<file path="src/design/csb_pkg.sv">
package csb_pkg;

  localparam int CAPACITY    = 32;
  localparam int VALUE_WIDTH = 32;

  localparam int ADDR_W = $clog2(CAPACITY);
  localparam int CNT_W  = $clog2(CAPACITY + 1);

  localparam int CMD_W    = 3;
  localparam int ITEM_W   = 32;
  localparam int STATUS_W = 2;
  localparam int POS_W    = 6;

  localparam int IN_DATA_W  = ((CMD_W + ITEM_W + 7) / 8) * 8;
  localparam int OUT_USED_W = ITEM_W + STATUS_W + POS_W + POS_W + 1;
  localparam int OUT_DATA_W = ((OUT_USED_W + 7) / 8) * 8;
  localparam int OUT_PAD_W  = OUT_DATA_W - OUT_USED_W;

  typedef enum logic [CMD_W-1:0] {
    CMD_REWIND  = 3'd0,
    CMD_ADVANCE = 3'd1,
    CMD_INSERT  = 3'd2,
    CMD_ATTACH  = 3'd3,
    CMD_REMOVE  = 3'd4,
    CMD_READ    = 3'd5
  } cmd_t;

  typedef enum logic [STATUS_W-1:0] {
    ST_OK   = 2'd0,
    ST_NONE = 2'd1,
    ST_FULL = 2'd2
  } status_t;

endpackage

</file>
<file path="src/design/cursor_sequence_buffer.sv">
// Channel  Direction  Handshake           Payload
// in       input      in_tvalid/tready    command, entry_value
// out      output     out_tvalid/tready   item_value, status, item_count, cursor_pos, has_current
//
// An item passes from acceptance through S_MOVE, where entries shift one at a time, since the
// item memory has a single write port; then through S_PUT when a new value is written; then
// through S_LOOK and S_RESULT, after which the next item can be accepted.
// Reset clears the count, the cursor and the control state; memory contents are not cleared.
// A new item is accepted while a result waits; a stalled output holds the block before
// its result is loaded.
module cursor_sequence_buffer (
  input  logic                           clk,
  input  logic                           rst_n,
  input  logic                           in_tvalid,
  output logic                           in_tready,
  // command [2:0], entry_value [34:3], zero padding above
  input  logic [csb_pkg::IN_DATA_W-1:0]  in_tdata,
  output logic                           out_tvalid,
  input  logic                           out_tready,
  // item_value [31:0], status [33:32], item_count [39:34], cursor_pos [45:40],
  // has_current [46], zero padding above
  output logic [csb_pkg::OUT_DATA_W-1:0] out_tdata
);

  import csb_pkg::*;

  typedef enum logic [2:0] {
    S_IDLE,
    S_MOVE,
    S_PUT,
    S_LOOK,
    S_RESULT
  } state_t;

  state_t                  state_r;
  logic [CNT_W-1:0]        count_r;
  logic [CNT_W-1:0]        cursor_r;
  status_t                 status_r;
  logic                    put_r;
  logic [VALUE_WIDTH-1:0]  val_r;
  logic [ADDR_W-1:0]       put_addr_r;
  logic                    up_r;
  logic [ADDR_W-1:0]       src_r;
  logic [CNT_W-1:0]        left_r;
  logic                    pend_r;
  logic [ADDR_W-1:0]       pend_addr_r;
  logic                    out_valid_r;
  logic [OUT_DATA_W-1:0]   out_data_r;

  cmd_t                    cmd;
  logic [ITEM_W-1:0]       entry_value;
  logic                    cur;
  logic                    full;
  logic [CNT_W-1:0]        pos;
  logic [CNT_W-1:0]        cursor_nxt;
  logic [CNT_W-1:0]        count_nxt;
  status_t                 status_nxt;
  logic                    put_nxt;
  logic                    up_nxt;
  logic [ADDR_W-1:0]       src_nxt;
  logic [CNT_W-1:0]        left_nxt;

  logic                    ram_we;
  logic [ADDR_W-1:0]       ram_waddr;
  logic [VALUE_WIDTH-1:0]  ram_wdata;
  logic [ADDR_W-1:0]       ram_raddr;
  logic [VALUE_WIDTH-1:0]  ram_rdata;

  logic                    has_cur;
  logic [ITEM_W-1:0]       item_value;

  assign cmd         = cmd_t'(in_tdata[CMD_W-1:0]);
  assign entry_value = in_tdata[CMD_W+ITEM_W-1:CMD_W];
  assign cur         = cursor_r < count_r;
  assign full        = count_r >= CNT_W'(CAPACITY);

  always_comb begin
    cursor_nxt = cursor_r;
    count_nxt  = count_r;
    status_nxt = ST_OK;
    put_nxt    = 1'b0;
    up_nxt     = 1'b1;
    src_nxt    = '0;
    left_nxt   = '0;
    pos        = '0;
    case (cmd)
      CMD_REWIND: begin
        cursor_nxt = '0;
      end
      CMD_ADVANCE: begin
        if (cur) begin
          cursor_nxt = cursor_r + CNT_W'(1);
        end else begin
          status_nxt = ST_NONE;
        end
      end
      CMD_INSERT, CMD_ATTACH: begin
        if (full) begin
          status_nxt = ST_FULL;
        end else begin
          if (cmd == CMD_INSERT) begin
            pos = cur ? cursor_r : '0;
          end else begin
            pos = cur ? cursor_r + CNT_W'(1) : count_r;
          end
          cursor_nxt = pos;
          count_nxt  = count_r + CNT_W'(1);
          put_nxt    = 1'b1;
          up_nxt     = 1'b1;
          src_nxt    = ADDR_W'(count_r - CNT_W'(1));
          left_nxt   = count_r - pos;
        end
      end
      CMD_REMOVE: begin
        if (cur) begin
          count_nxt = count_r - CNT_W'(1);
          up_nxt    = 1'b0;
          src_nxt   = ADDR_W'(cursor_r + CNT_W'(1));
          left_nxt  = count_r - cursor_r - CNT_W'(1);
        end else begin
          status_nxt = ST_NONE;
        end
      end
      default: begin
        if (!cur) begin
          status_nxt = ST_NONE;
        end
      end
    endcase
  end

  assign ram_raddr = (state_r == S_MOVE) ? src_r : ADDR_W'(cursor_r);
  assign ram_we    = pend_r || (state_r == S_PUT);
  assign ram_waddr = pend_r ? pend_addr_r : put_addr_r;
  assign ram_wdata = pend_r ? ram_rdata : val_r;

  csb_ram #(
    .WIDTH(VALUE_WIDTH),
    .DEPTH(CAPACITY)
  ) u_store (
    .clk  (clk),
    .we   (ram_we),
    .waddr(ram_waddr),
    .wdata(ram_wdata),
    .raddr(ram_raddr),
    .rdata(ram_rdata)
  );

  assign has_cur    = cursor_r < count_r;
  assign item_value = has_cur ? ITEM_W'(ram_rdata) : '0;

  always_ff @(posedge clk) begin
    if (!rst_n) begin
      state_r     <= S_IDLE;
      count_r     <= '0;
      cursor_r    <= '0;
      pend_r      <= 1'b0;
      out_valid_r <= 1'b0;
    end else begin
      if (out_valid_r && out_tready && (state_r != S_RESULT)) begin
        out_valid_r <= 1'b0;
      end
      case (state_r)
        S_IDLE: begin
          if (in_tvalid) begin
            cursor_r   <= cursor_nxt;
            count_r    <= count_nxt;
            status_r   <= status_nxt;
            put_r      <= put_nxt;
            val_r      <= VALUE_WIDTH'(entry_value);
            put_addr_r <= ADDR_W'(pos);
            up_r       <= up_nxt;
            src_r      <= src_nxt;
            left_r     <= left_nxt;
            state_r    <= S_MOVE;
          end
        end
        S_MOVE: begin
          if (left_r != '0) begin
            pend_r      <= 1'b1;
            pend_addr_r <= up_r ? src_r + ADDR_W'(1) : src_r - ADDR_W'(1);
            src_r       <= up_r ? src_r - ADDR_W'(1) : src_r + ADDR_W'(1);
            left_r      <= left_r - CNT_W'(1);
          end else begin
            pend_r <= 1'b0;
            if (!pend_r) begin
              state_r <= put_r ? S_PUT : S_LOOK;
            end
          end
        end
        S_PUT: begin
          state_r <= S_LOOK;
        end
        S_LOOK: begin
          state_r <= S_RESULT;
        end
        S_RESULT: begin
          if (!out_valid_r || out_tready) begin
            out_valid_r <= 1'b1;
            out_data_r  <= {{OUT_PAD_W{1'b0}}, has_cur, POS_W'(cursor_r), POS_W'(count_r),
                            status_r, item_value};
            state_r     <= S_IDLE;
          end
        end
        default: begin
          state_r <= S_IDLE;
        end
      endcase
    end
  end

  assign in_tready  = (state_r == S_IDLE);
  assign out_tvalid = out_valid_r;
  assign out_tdata  = out_data_r;

endmodule

</file>
<file path="src/design/csb_ram.sv">
module csb_ram #(
  parameter int WIDTH = 32,
  parameter int DEPTH = 32
) (
  input  logic                     clk,
  input  logic                     we,
  input  logic [$clog2(DEPTH)-1:0] waddr,
  input  logic [WIDTH-1:0]         wdata,
  input  logic [$clog2(DEPTH)-1:0] raddr,
  output logic [WIDTH-1:0]         rdata
);

  logic [WIDTH-1:0] mem [DEPTH];
  logic [WIDTH-1:0] rdata_r;

  always_ff @(posedge clk) begin
    if (we) begin
      mem[waddr] <= wdata;
    end
    rdata_r <= mem[raddr];
  end

  assign rdata = rdata_r;

endmodule

</file>
<file path="config.mk">
export PLATFORM = sky130hd
export DESIGN_NAME = cursor_sequence_buffer
export DESIGN_NICKNAME = d
export VERILOG_FILES = /design/src/design/csb_pkg.sv /design/src/design/cursor_sequence_buffer.sv /design/src/design/csb_ram.sv
export SDC_FILE = /design/constraint.sdc
export NUM_CORES = 1
export LEC_CHECK = 0
export ABC_CLOCK_PERIOD_IN_PS = 6140
export BUFFER_PORTS_ARGS = -buffer_cell sky130_fd_sc_hd__buf_2
export CORE_ASPECT_RATIO = 1.75
export CORE_UTILIZATION = 35
export CTS_CLUSTER_SIZE = 24
export DETAILED_ROUTE_END_ITERATION = 16
export MAX_ROUTING_LAYER = met4
export PLACE_DENSITY = 0.6
export SLEW_MARGIN = 15
export SYNTH_ARGS = -nofsm -noshare
export SYNTH_HDL_FRONTEND = slang
export SYNTH_SLANG_ARGS = --single-unit
</file>
<file path="constraint.sdc">
create_clock -name clk -period 6.14 [get_ports clk]
set_input_delay 0.921 -clock clk [delete_from_list [all_inputs] [get_ports clk]]
set_output_delay 0.921 -clock clk [all_outputs]
set_load 0.05 [all_outputs]
</file>
Yosys cells after proc, flatten, opt, wreduce, memory -nomap -nowiden
Memory sizes are Yosys's and may differ from the RTL's. A register that Yosys moved wholly into a read port is not among the register bits. Cells that the tools add are included.

Memories: 1. Register bits: 121. Output and inout bits: 50. Logic and storage cells: 110. Bits in writable memories: 1024.

Eq/ne operators: 17. Multiplexer cells: 45. $lt $le $gt $ge: 2. Bitwise gates (word level): 1. $add $sub $neg: 9. Reductions and logical operators: 20.

Memory list: u_store.mem (depth 32, width 32, read ports 1, clocked after Yosys merged registers in 1, wr ports 1, RTL line csb_ram.sv:13) `logic [WIDTH-1:0] mem [DEPTH];`.

Operator list (count): 6-bit two-way mux (13); 5-bit two-way mux (8); 6-bit one-hot mux with 2 select lines (3); 32-bit two-way mux (1); 5-bit one-hot mux with 2 select lines (2); 6-bit one-hot mux with 3 select lines (1); 6-bit by 1-bit subtractor with 6-bit output (second input constant) (3); 3-bit one-hot mux with 5 select lines (1); 2-bit inequality test (second input constant) (7); 6-bit by 1-bit adder with 6-bit output (second input constant) (2); 3-bit by 2-bit equality test with 1-bit output (second input constant) (4); 3-bit two-way mux (4); 6-bit subtractor (2); 1-bit two-way mux (10); 5-bit AND reduction (2); 3-bit AND reduction (3); 4-bit AND reduction (2); 3-bit by 1-bit equality test with 1-bit output (second input constant) (2); 3-bit equality test (second input constant) (2); 6-bit >= comparator (second input constant) (1); 3-bit logical NOT (2); 6-bit < comparator (1); 6-bit nonzero test (1); 5-bit by 1-bit adder with 5-bit output (second input constant) (1); other kinds (12) (16).

Depth between registers and ports, before layout
Gate-level depths: netlist of run 1.

Depth in word-level cells: 10. Gate-level depth with buffers: 19.

By module
A second synthesis of run 1 with hierarchy kept.

Cells, all modules: 2773. Area total of the unflattened synthesis: 46676.0 sq um.

Modules (own cells, without submodules): csb_ram (cells an instance 2260, area an instance 40492.6 sq um, instances 1, sequential area each 31390.1 sq um); cursor_sequence_buffer (cells an instance 513, area an instance 6183.4 sq um, instances 1, sequential area each 3463.3 sq um).

Least setup slack after synthesis of run 1
Ideal clock, no wire load.

Path type: input -> register. Start point: input port rst_n. End point: register out_data_r[0] (netlist: out_tdata[0]), enable pin. Arrival time: 4586 ps. Cell stages on the path: 2. Setup slack: 1034 ps. Setup time: 520 ps. Cell sequence: clkinv_1 -> nor3b_1.

Cells in the longest elaborated chain, start to end: 1.

RTL lines: start: declaration (RTL line cursor_sequence_buffer.sv:13) `input logic rst_n,`; 3-bit AND reduction (no source line); end signal: assignment (RTL line cursor_sequence_buffer.sv:200) `out_data_r <= {{OUT_PAD_W{1'b0}}, has_cur, POS_W'(cursor_r), POS_W'(count_r),`; end: declaration (RTL line cursor_sequence_buffer.sv:48) `logic [OUT_DATA_W-1:0] out_data_r;`.

No other way between the ends. A chain may end at the register's enable or synchronous reset.

Final worst setup path of run 1
Start point: register cursor_r[0]. End point: register left_r[4], data pin.

Cells in the longest elaborated chain, start to end: 10. Elaborated cells between the ends (all ways): 15.

RTL lines: start: declaration (RTL line cursor_sequence_buffer.sv:37) `logic [CNT_W-1:0] cursor_r;`; start signal: assignment (RTL line cursor_sequence_buffer.sv:166) `cursor_r <= cursor_nxt;`; 6-bit by 1-bit adder with 6-bit output / 6-bit < comparator (equally long branches); 6-bit two-way mux (on tied branches) (RTL line cursor_sequence_buffer.sv:104, cursor_sequence_buffer.sv:102); 6-bit two-way mux (RTL line cursor_sequence_buffer.sv:101) `if (cmd == CMD_INSERT) begin`; 6-bit two-way mux (RTL line cursor_sequence_buffer.sv:98) `if (full) begin`; 6-bit two-way mux (RTL line cursor_sequence_buffer.sv:86) `case (cmd)`; 6-bit subtractor (RTL line cursor_sequence_buffer.sv:111) `left_nxt = count_r - pos;`; 6-bit two-way mux (RTL line cursor_sequence_buffer.sv:98); 6-bit one-hot mux with 2 select lines (*) (RTL line cursor_sequence_buffer.sv:86); 6-bit two-way mux (*) (RTL line cursor_sequence_buffer.sv:165) `if (in_tvalid) begin`; 6-bit one-hot mux with 2 select lines (*) (RTL line cursor_sequence_buffer.sv:163) `case (state_r)`; end signal: assignment (RTL line cursor_sequence_buffer.sv:174) `left_r <= left_nxt;`; end signal: assignment (RTL line cursor_sequence_buffer.sv:183) `left_r <= left_r - CNT_W'(1);`; end: declaration (RTL line cursor_sequence_buffer.sv:44) `logic [CNT_W-1:0] left_r;`.

Mark *: on every way between the ends. The rest lies on a longest branch, timed or not. The select of a mux whose other input is x is not followed.

==> results of run 1 <==
[worst max path at each step]
stage	from	endpoint	slack [ns]	cells after the start
final	cursor_r[0]	left_r[4]	1.70	17
after global routing	cursor_r[0]	left_r[4]	1.42	17
after CTS	cursor_r[0]	left_r[4]	1.64	17
after detailed placement	cursor_r[0]	left_r[4]	1.68	17
after global placement	cursor_r[0]	left_r[4]	1.76	17
after floorplan	rst_n	out_tdata[0]	1.03	2
[state kept, by name, summed over array words and instances, names as in the netlist, 2 cells and up]
name,count
left_r,6
val_r,32
put_addr_r,5
state_r,3
src_r,5
count_r,6
out_tdata,47
status_r,2
u_store.rdata,32
pend_addr_r,5
u_store.mem,1024
cursor_r,6
[cell type report]
type                    count  area share, %
clock buffers             139          4.998
repair buffers            166          1.947
flip-flops and latches   1177          60.16
inverters                  33         0.2224
clock inverters            57          1.220
well taps                1880          4.059
multi-input cells        1513          27.38
diodes                      3        0.01295
[power groups by stage]
stage	clock (µW)	sequential, µW	combinational (µW)
2_1_floorplan	0	9250	1200
3_3_place_gp	0	9320	1600
3_5_place_dp	0	9330	1620
4_1_cts	7060	9150	1630
5_1_grt	7320	9150	1730
6_report	6940	9150	1610
[critical path: cells and delay by family (launching register included)]
family / cells / cell delay (ns)
compound gates: 7 / 1.65
buf+inv: 5 / 0.77
flops: 1 / 0.52
fa+ha+maj: 4 / 1.08
xor+xnor: 1 / 0.08
[Yosys cell counts, drive strengths merged, types with 13 or more instances]
master,count
o22ai,40
o2bb2ai,31
a22o,31
a22oi,13
a211oi,131
and2,97
clkbuf,107
nor4,34
ha,22
nand3,27
dfxtp,49
mux2i,352
buf,89
o21ai,14
inv,29
mux4,188
nand2,52
edfxtp,1128
xnor2,26
a21oi,22
o32ai,40
nor3,17
nor2,71
mux2,224
[kinds of logic after synthesis]
logic type	synth area share [%]
xor+xnor	0.5775
mux	19.99
flops	67.60
compound gates	5.241
buf+inv	2.215
fa+ha+maj	0.6115
simple gates	3.761
other cells	0.007273
[metrics by stage]
stage | area (µm²) | power [µW]
floorplan | 51560 | 10450
global placement | 54340 | 10920
detailed placement | 54340 | 10950
CTS | 57940 | 17840
global route | 57950 | 18210
finish | 57950 | 17710
[layer usage]
metal	global-route usage [%]	vias up
li1	-	12030
met1	21.59	14640
met2	33.50	917
met3	2.566	300
met4	8.348	0
met5	-	-
==> results.py, run 1 <==
metrics = {
    "hold_path": {
        "min-delay-path-class": "input pin to flop",
        "min_to": "val_r[30]",
        "hold_path_depth": 1,
        "hp-start": "in_tdata[33]",
    },
    "worst_setup_path": {
        "rr_worst_depth": 17,
        "startpoint_type": "flop",
        "cp.required_ns": 6.56,
        "r2r_end": "left_r[4]",
        "cp_slowest_stage_delay_ns": 0.52,
        "worstPathArrival_ns": 4.87,
        "cp_max_fo": 45,
        "end_kind": "flop",
        "path_cells": "inv_4 -> ha_1 -> inv_1 -> fa_1 -> a21o_1 -> a221o_1 -> clkinv_1 -> buf_4 -> a32o_1 -> ha_1 -> fa_1 -> inv_1 -> a21o_1 -> a21oi_1 -> xnor2_1 -> a22oi_1 -> o22ai_1",
        "cp_slowest_cell": "dfxtp_4",
        "path_class": "flop to flop",
        "r2r_start": "cursor_r[0]",
        "regToRegSetupSlack_ns": 1.70,
    },
    "placement": {
        "dpl.hpwl_um": 79360,
        "gp_congestion": 0.8829,
        "portBuffers": 87,
        "placedCellCount": 4769,
        "pre_cts_slack_ns": 1.681,
    },
    "clocking": {
        "clkTransAtPathRegs_ns": 0.06,
        "cts_resized": 0,
        "cts_htree_levels": 3,
        "clock_path_buffers": 3,
        "cts.sinks": 1177,
        "cts_buffers": 105,
        "cts_root_buffer": "clkbuf_16",
        "post-cts-setup-buffers": 0,
        "clkLatencyLatePin_ns": 0.75,
        "cts_tree": "yes",
        "hold_buffers": 0,
    },
    "drt": {
        "drtIter0Drc": 2218,
        "met2_length_um": 72010,
        "routed_wl_um": 138500,
        "drc": 0,
        "num_vias": 27890,
        "postRouteAntennaNets": 0,
        "wl_met3_um": 7376,
        "detail_route.wl_per_cell_um": 27.87,
        "met1_length_um": 53110,
        "first_pass_iters": 5,
        "highest_layer": "met4",
        "viasPerCell": 5.613,
    },
    "sta": {
        "finalSetupTns_ns": 0,
        "max_freq_ghz": 0.2250,
        "min_period_ns": 4.444,
        "rsz0062_at_grt": "false",
        "skew_ns": 0.04074,
        "tightest_slew_ns": 1.206,
        "whs_ns": 0.3617,
        "setup_viol": 0,
        "min_period_over_period_pct": 72.37,
        "slew_violations": 0,
        "maxSlewHeadroom_pct": 19.40,
        "worst_slack_ns": 1.696,
        "hold_violations": 0,
    },
    "logic_synthesis": {
        "ys_seq_area_share_pct": 67.60,
        "yosys.area.top_type": "edfxtp_1",
        "synth-main-ff-cell": "edfxtp_1",
        "ys_async_sr_fraction_pct": 0,
        "ys_ff_latch": 1177,
        "ys_warn_count": 0,
        "syn_avg_cell_area_um2": 17.66,
        "synth-edff-count": 1128,
        "synth_top_area_share_pct": 65.69,
        "synth_area_mm2": 0.05156,
        "ys_types": 66,
        "syn_nets": 2987,
        "synth_cells": 2919,
        "yosys-top-cells-area": "edfxtp_1 66%, mux4_2 8.0%, mux2i_1 6.8%, mux2_2 4.9%, a211oi_1 1.9%",
    },
    "cells_and_area": {
        "final_common_cell": "edfxtp_1",
        "fillers": 13020,
        "layout.cells.non_filler": 4968,
        "final_cell_mix": "1,128 x edfxtp_1, 351 x mux2i_1, 224 x mux2_2",
        "areaGrowthSynthToFinish_pct": 12.39,
        "drive_gt1_share_pct": 26.61,
        "final_core_util_pct": 39.59,
        "multi_input_area_mm2": 0.01587,
        "nets": 3064,
        "regArea_mm2": 0.03486,
    },
    "grt": {
        "grt_max_degree": 86,
        "grt_first_pass_wirelength_um": 197900,
        "antenna_found_initial": 3,
        "grt.total_usage_pct": 19.05,
        "overflow": 0,
        "grt_pass1_vias": 28680,
    },
    "pwr": {
        "power.density_mw_per_mm2": 305.6,
        "seq_power_share_pct": 51.7,
        "swShare_pct": 22.94,
        "power.share.combinational_pct": 9.1,
        "internal-power_uw": 13650,
        "leakagePower_uw": 0.01814,
        "peakVddDrop_mv": 0.2085,
        "power_switching_uw": 4062,
        "clkPwrFrac_pct": 39.2,
    },
    "die": {
        "core_area_mm2": 0.1464,
        "dieArea_mm2": 0.1489,
        "start_util_pct": 35.22,
        "num_io_pins": 94,
        "rows": 186,
        "dieHeight_um": 509.8,
        "die_w_um": 292.1,
    },
    "flow_run": {
        "max_cap_viol_count": 0,
    },
    "run_status": {
        "status": "finished, final reports clean",
    },
}
Note: power is estimated with default switching activity, not from simulation.
==> run 2, diff against run 1 <==
- ABC_CLOCK_PERIOD_IN_PS: 6140 -> 3900
- PLACE_DENSITY: 0.6 -> 0.62
- clock period: 6.14 -> 3.9 ns (I/O delays scaled with it)
==> run 2 against run 1 <==
  * Combinational power up 67%
  * First-iteration DRC count up 17%
  * Die area unchanged
==> results.py, run 2 (synthesized netlist as in run 1, its figures left out) <==
metrics = {
    "grt": {
        "grt_pass1_vias": 29400,
        "antenna_found_initial": 8,
        "grt_max_degree": 70,
        "grt_first_pass_wirelength_um": 203100,
        "overflow": 0,
        "grt.total_usage_pct": 19.53,
    },
    "worst_setup_path": {
        "path_depth": 17,
        "end_kind": "flop",
        "path_cells": "inv_4 -> ha_1 -> inv_1 -> fa_2 -> a21o_1 -> a221o_1 -> clkinv_2 -> nor2_1 -> a32o_1 -> ha_1 -> fa_1 -> inv_1 -> a21o_1 -> a21oi_1 -> xnor2_1 -> a22oi_1 -> o22ai_1",
        "r2r_end": "left_r[4]",
        "rr_worst_depth": 17,
        "cp_slowest_stage_delay_ns": 0.44,
        "startpoint_type": "flop",
        "cp.required_ns": 4.32,
        "cp_max_fo": 7,
        "path_class": "flop to flop",
        "worst-path-buf-inv": 4,
        "regToRegSetupSlack_ns": 0.27,
        "worstPathArrival_ns": 4.05,
        "crit_family": "compound AO/OA/AOI/OAI gates",
        "r2r_start": "cursor_r[0]",
        "cp_slowest_cell": "fa_1",
    },
    "hold_path": {
        "hold_path_depth": 1,
        "hp-start": "in_tdata[13]",
        "min-delay-path-class": "input pin to flop",
        "min_to": "val_r[10]",
    },
    "drt": {
        "viasPerCell": 5.629,
        "num_vias": 28430,
        "detail_route.wl_per_cell_um": 28.09,
        "drtIter0Drc": 2599,
        "postRouteAntennaNets": 0,
        "drc": 0,
        "first_pass_iters": 5,
        "routed_wl_um": 141900,
    },
    "cells_and_area": {
        "largest-register": "u_store.mem",
        "largest_register_ffs": 1024,
        "final_cell_mix": "1,128 x edfxtp_1, 351 x mux2i_1, 224 x mux2_2",
        "fillers": 12980,
        "nets": 3144,
        "final_common_cell": "edfxtp_1",
        "drive_gt1_share_pct": 27.81,
        "design_area_mm2": 0.05899,
        "final_core_util_pct": 40.30,
        "areaGrowthSynthToFinish_pct": 14.40,
    },
    "sta": {
        "min_period_ns": 3.630,
        "skew_ns": 0.06011,
        "setup_viol": 0,
        "finalSetupTns_ns": 0,
        "max_freq_ghz": 0.2755,
        "slew_violations": 0,
        "rsz0062_at_grt": "false",
        "hold_violations": 0,
        "tightest_slew_ns": 1.145,
        "maxSlewHeadroom_pct": 23.38,
        "min_period_over_period_pct": 93.08,
    },
    "die": {
        "dieHeight_um": 509.8,
        "start_util_pct": 35.22,
        "core_area_mm2": 0.1464,
        "rows": 186,
        "die_w_um": 292.1,
        "dieArea_mm2": 0.1489,
        "num_io_pins": 94,
    },
    "pwr": {
        "peakVddDrop_mv": 0.3648,
        "finalPower_uw": 27750,
        "leakagePower_uw": 0.01860,
        "power.density_mw_per_mm2": 470.4,
    },
    "placement": {
        "gp_congestion": 0.8725,
        "portBuffers": 87,
        "dpl_cell_area_mm2": 0.05522,
        "dpl.hpwl_um": 80720,
    },
    "run_status": {
        "status": "finished, final reports clean",
    },
    "clocking": {
        "cts_tree": "yes",
        "cts_root_buffer": "clkbuf_16",
        "clkTransAtPathRegs_ns": 0.07,
        "cts.sinks": 1177,
        "clkLatencyLatePin_ns": 0.74,
        "clock_path_buffers": 3,
        "cts_resized": 0,
        "cts_buffers": 102,
        "cts_htree_levels": 3,
    },
    "flow_run": {
        "max_cap_viol_count": 0,
    },
}
[run 2: changes by cell type in the layout (fill, tap and decap cells not counted), sizes merged]
cell and delta:
buf +58, bufinv -3, clkbuf -9, clkinv +3, clkinvlp +3, diode +3, dlygate4sd3 +25, inv +2
[run 2: area by class of cell]
cell class | instances | area (µm²) | share of cell area [%]
Sequential cell | 1177 | 34860 | 59.10
Multi-Input combinational cell | 1513 | 15880 | 26.92
Clock buffer | 130 | 2791 | 4.732
Tap cell | 1880 | 2352 | 3.988
Timing Repair Buffer | 249 | 2252 | 3.818
Clock inverter | 62 | 706.9 | 1.198
Inverter | 33 | 130.1 | 0.2206
Antenna cell | 6 | 15.01 | 0.02545
[run 2: metrics by stage]
step                worst slack [ns]  cells  hold WS (ns)
floorplan                    0.02134   2919        0.4003
global placement              0.2058   4826        0.4091
detailed placement            0.1862   4826        0.4084
CTS                           0.1804   5043       0.02049
global route                 0.05153   5050       0.05399
finish                        0.2699   5050       0.06381
[run 2: per-layer routing]
| metal | global-route usage [%] | vias to the layer above | routed length (µm) | share of wire (%) |
|---|---|---|---|---|
| met3 | 2.466 | 296 | 7836 | 5.5 |
| met4 | 8.765 | 0 | 6317 | 4.5 |
| met2 | 34.87 | 1007 | 74780 | 53 |
| met5 | - | - | 0 | 0 |
| met1 | 21.69 | 14920 | 52930 | 37 |
| li1 | - | 12200 | - | - |
[run 2: timing repair]
| item | 4_1_cts | 5_1_grt |
|---|---|---|
| endpoints found under the hold margin | 25 | 0 |
| hold buffers | 25 | 0 |
| buffers inserted | 0 | 1 |
| setup endpoints to repair | 0 | 1 |
[run 2: worst max-delay path by stage]
| stage | startpoint | endpoint | slack [ns] |
|---|---|---|---|
| 2_1_floorplan | state_r[1] | left_r[0] | 0.02 |
| 3_3_place_gp | cursor_r[0] | left_r[4] | 0.21 |
| 3_5_place_dp | cursor_r[0] | left_r[4] | 0.19 |
| 4_1_cts | cursor_r[0] | left_r[4] | 0.18 |
| 5_1_grt | cursor_r[0] | left_r[5] | 0.05 |
| 6_report | cursor_r[0] | left_r[4] | 0.27 |
[run 2: worst register-to-register path: stages (launching register included)]
cell	delay [ns]
dfxtp_4	0.35
inv_4	0.04
ha_1	0.18
inv_1	0.07
fa_2	0.36
a21o_1	0.20
a221o_1	0.34
clkinv_2	0.11
nor2_1	0.10
a32o_1	0.28
ha_1	0.22
fa_1	0.44
inv_1	0.08
a21o_1	0.11
a21oi_1	0.08
xnor2_1	0.13
a22oi_1	0.18
o22ai_1	0.10
[run 2: power breakdown]
part | switching [µW] | internal, µW | leakage (µW) | total [µW]
combinational | 1590 | 1100 | 0.00633 | 2690
sequential | 142 | 14200 | 0.0106 | 14400
clock | 4760 | 5910 | 0.00169 | 10700
total | 6490 | 21300 | 0.0186 | 27700
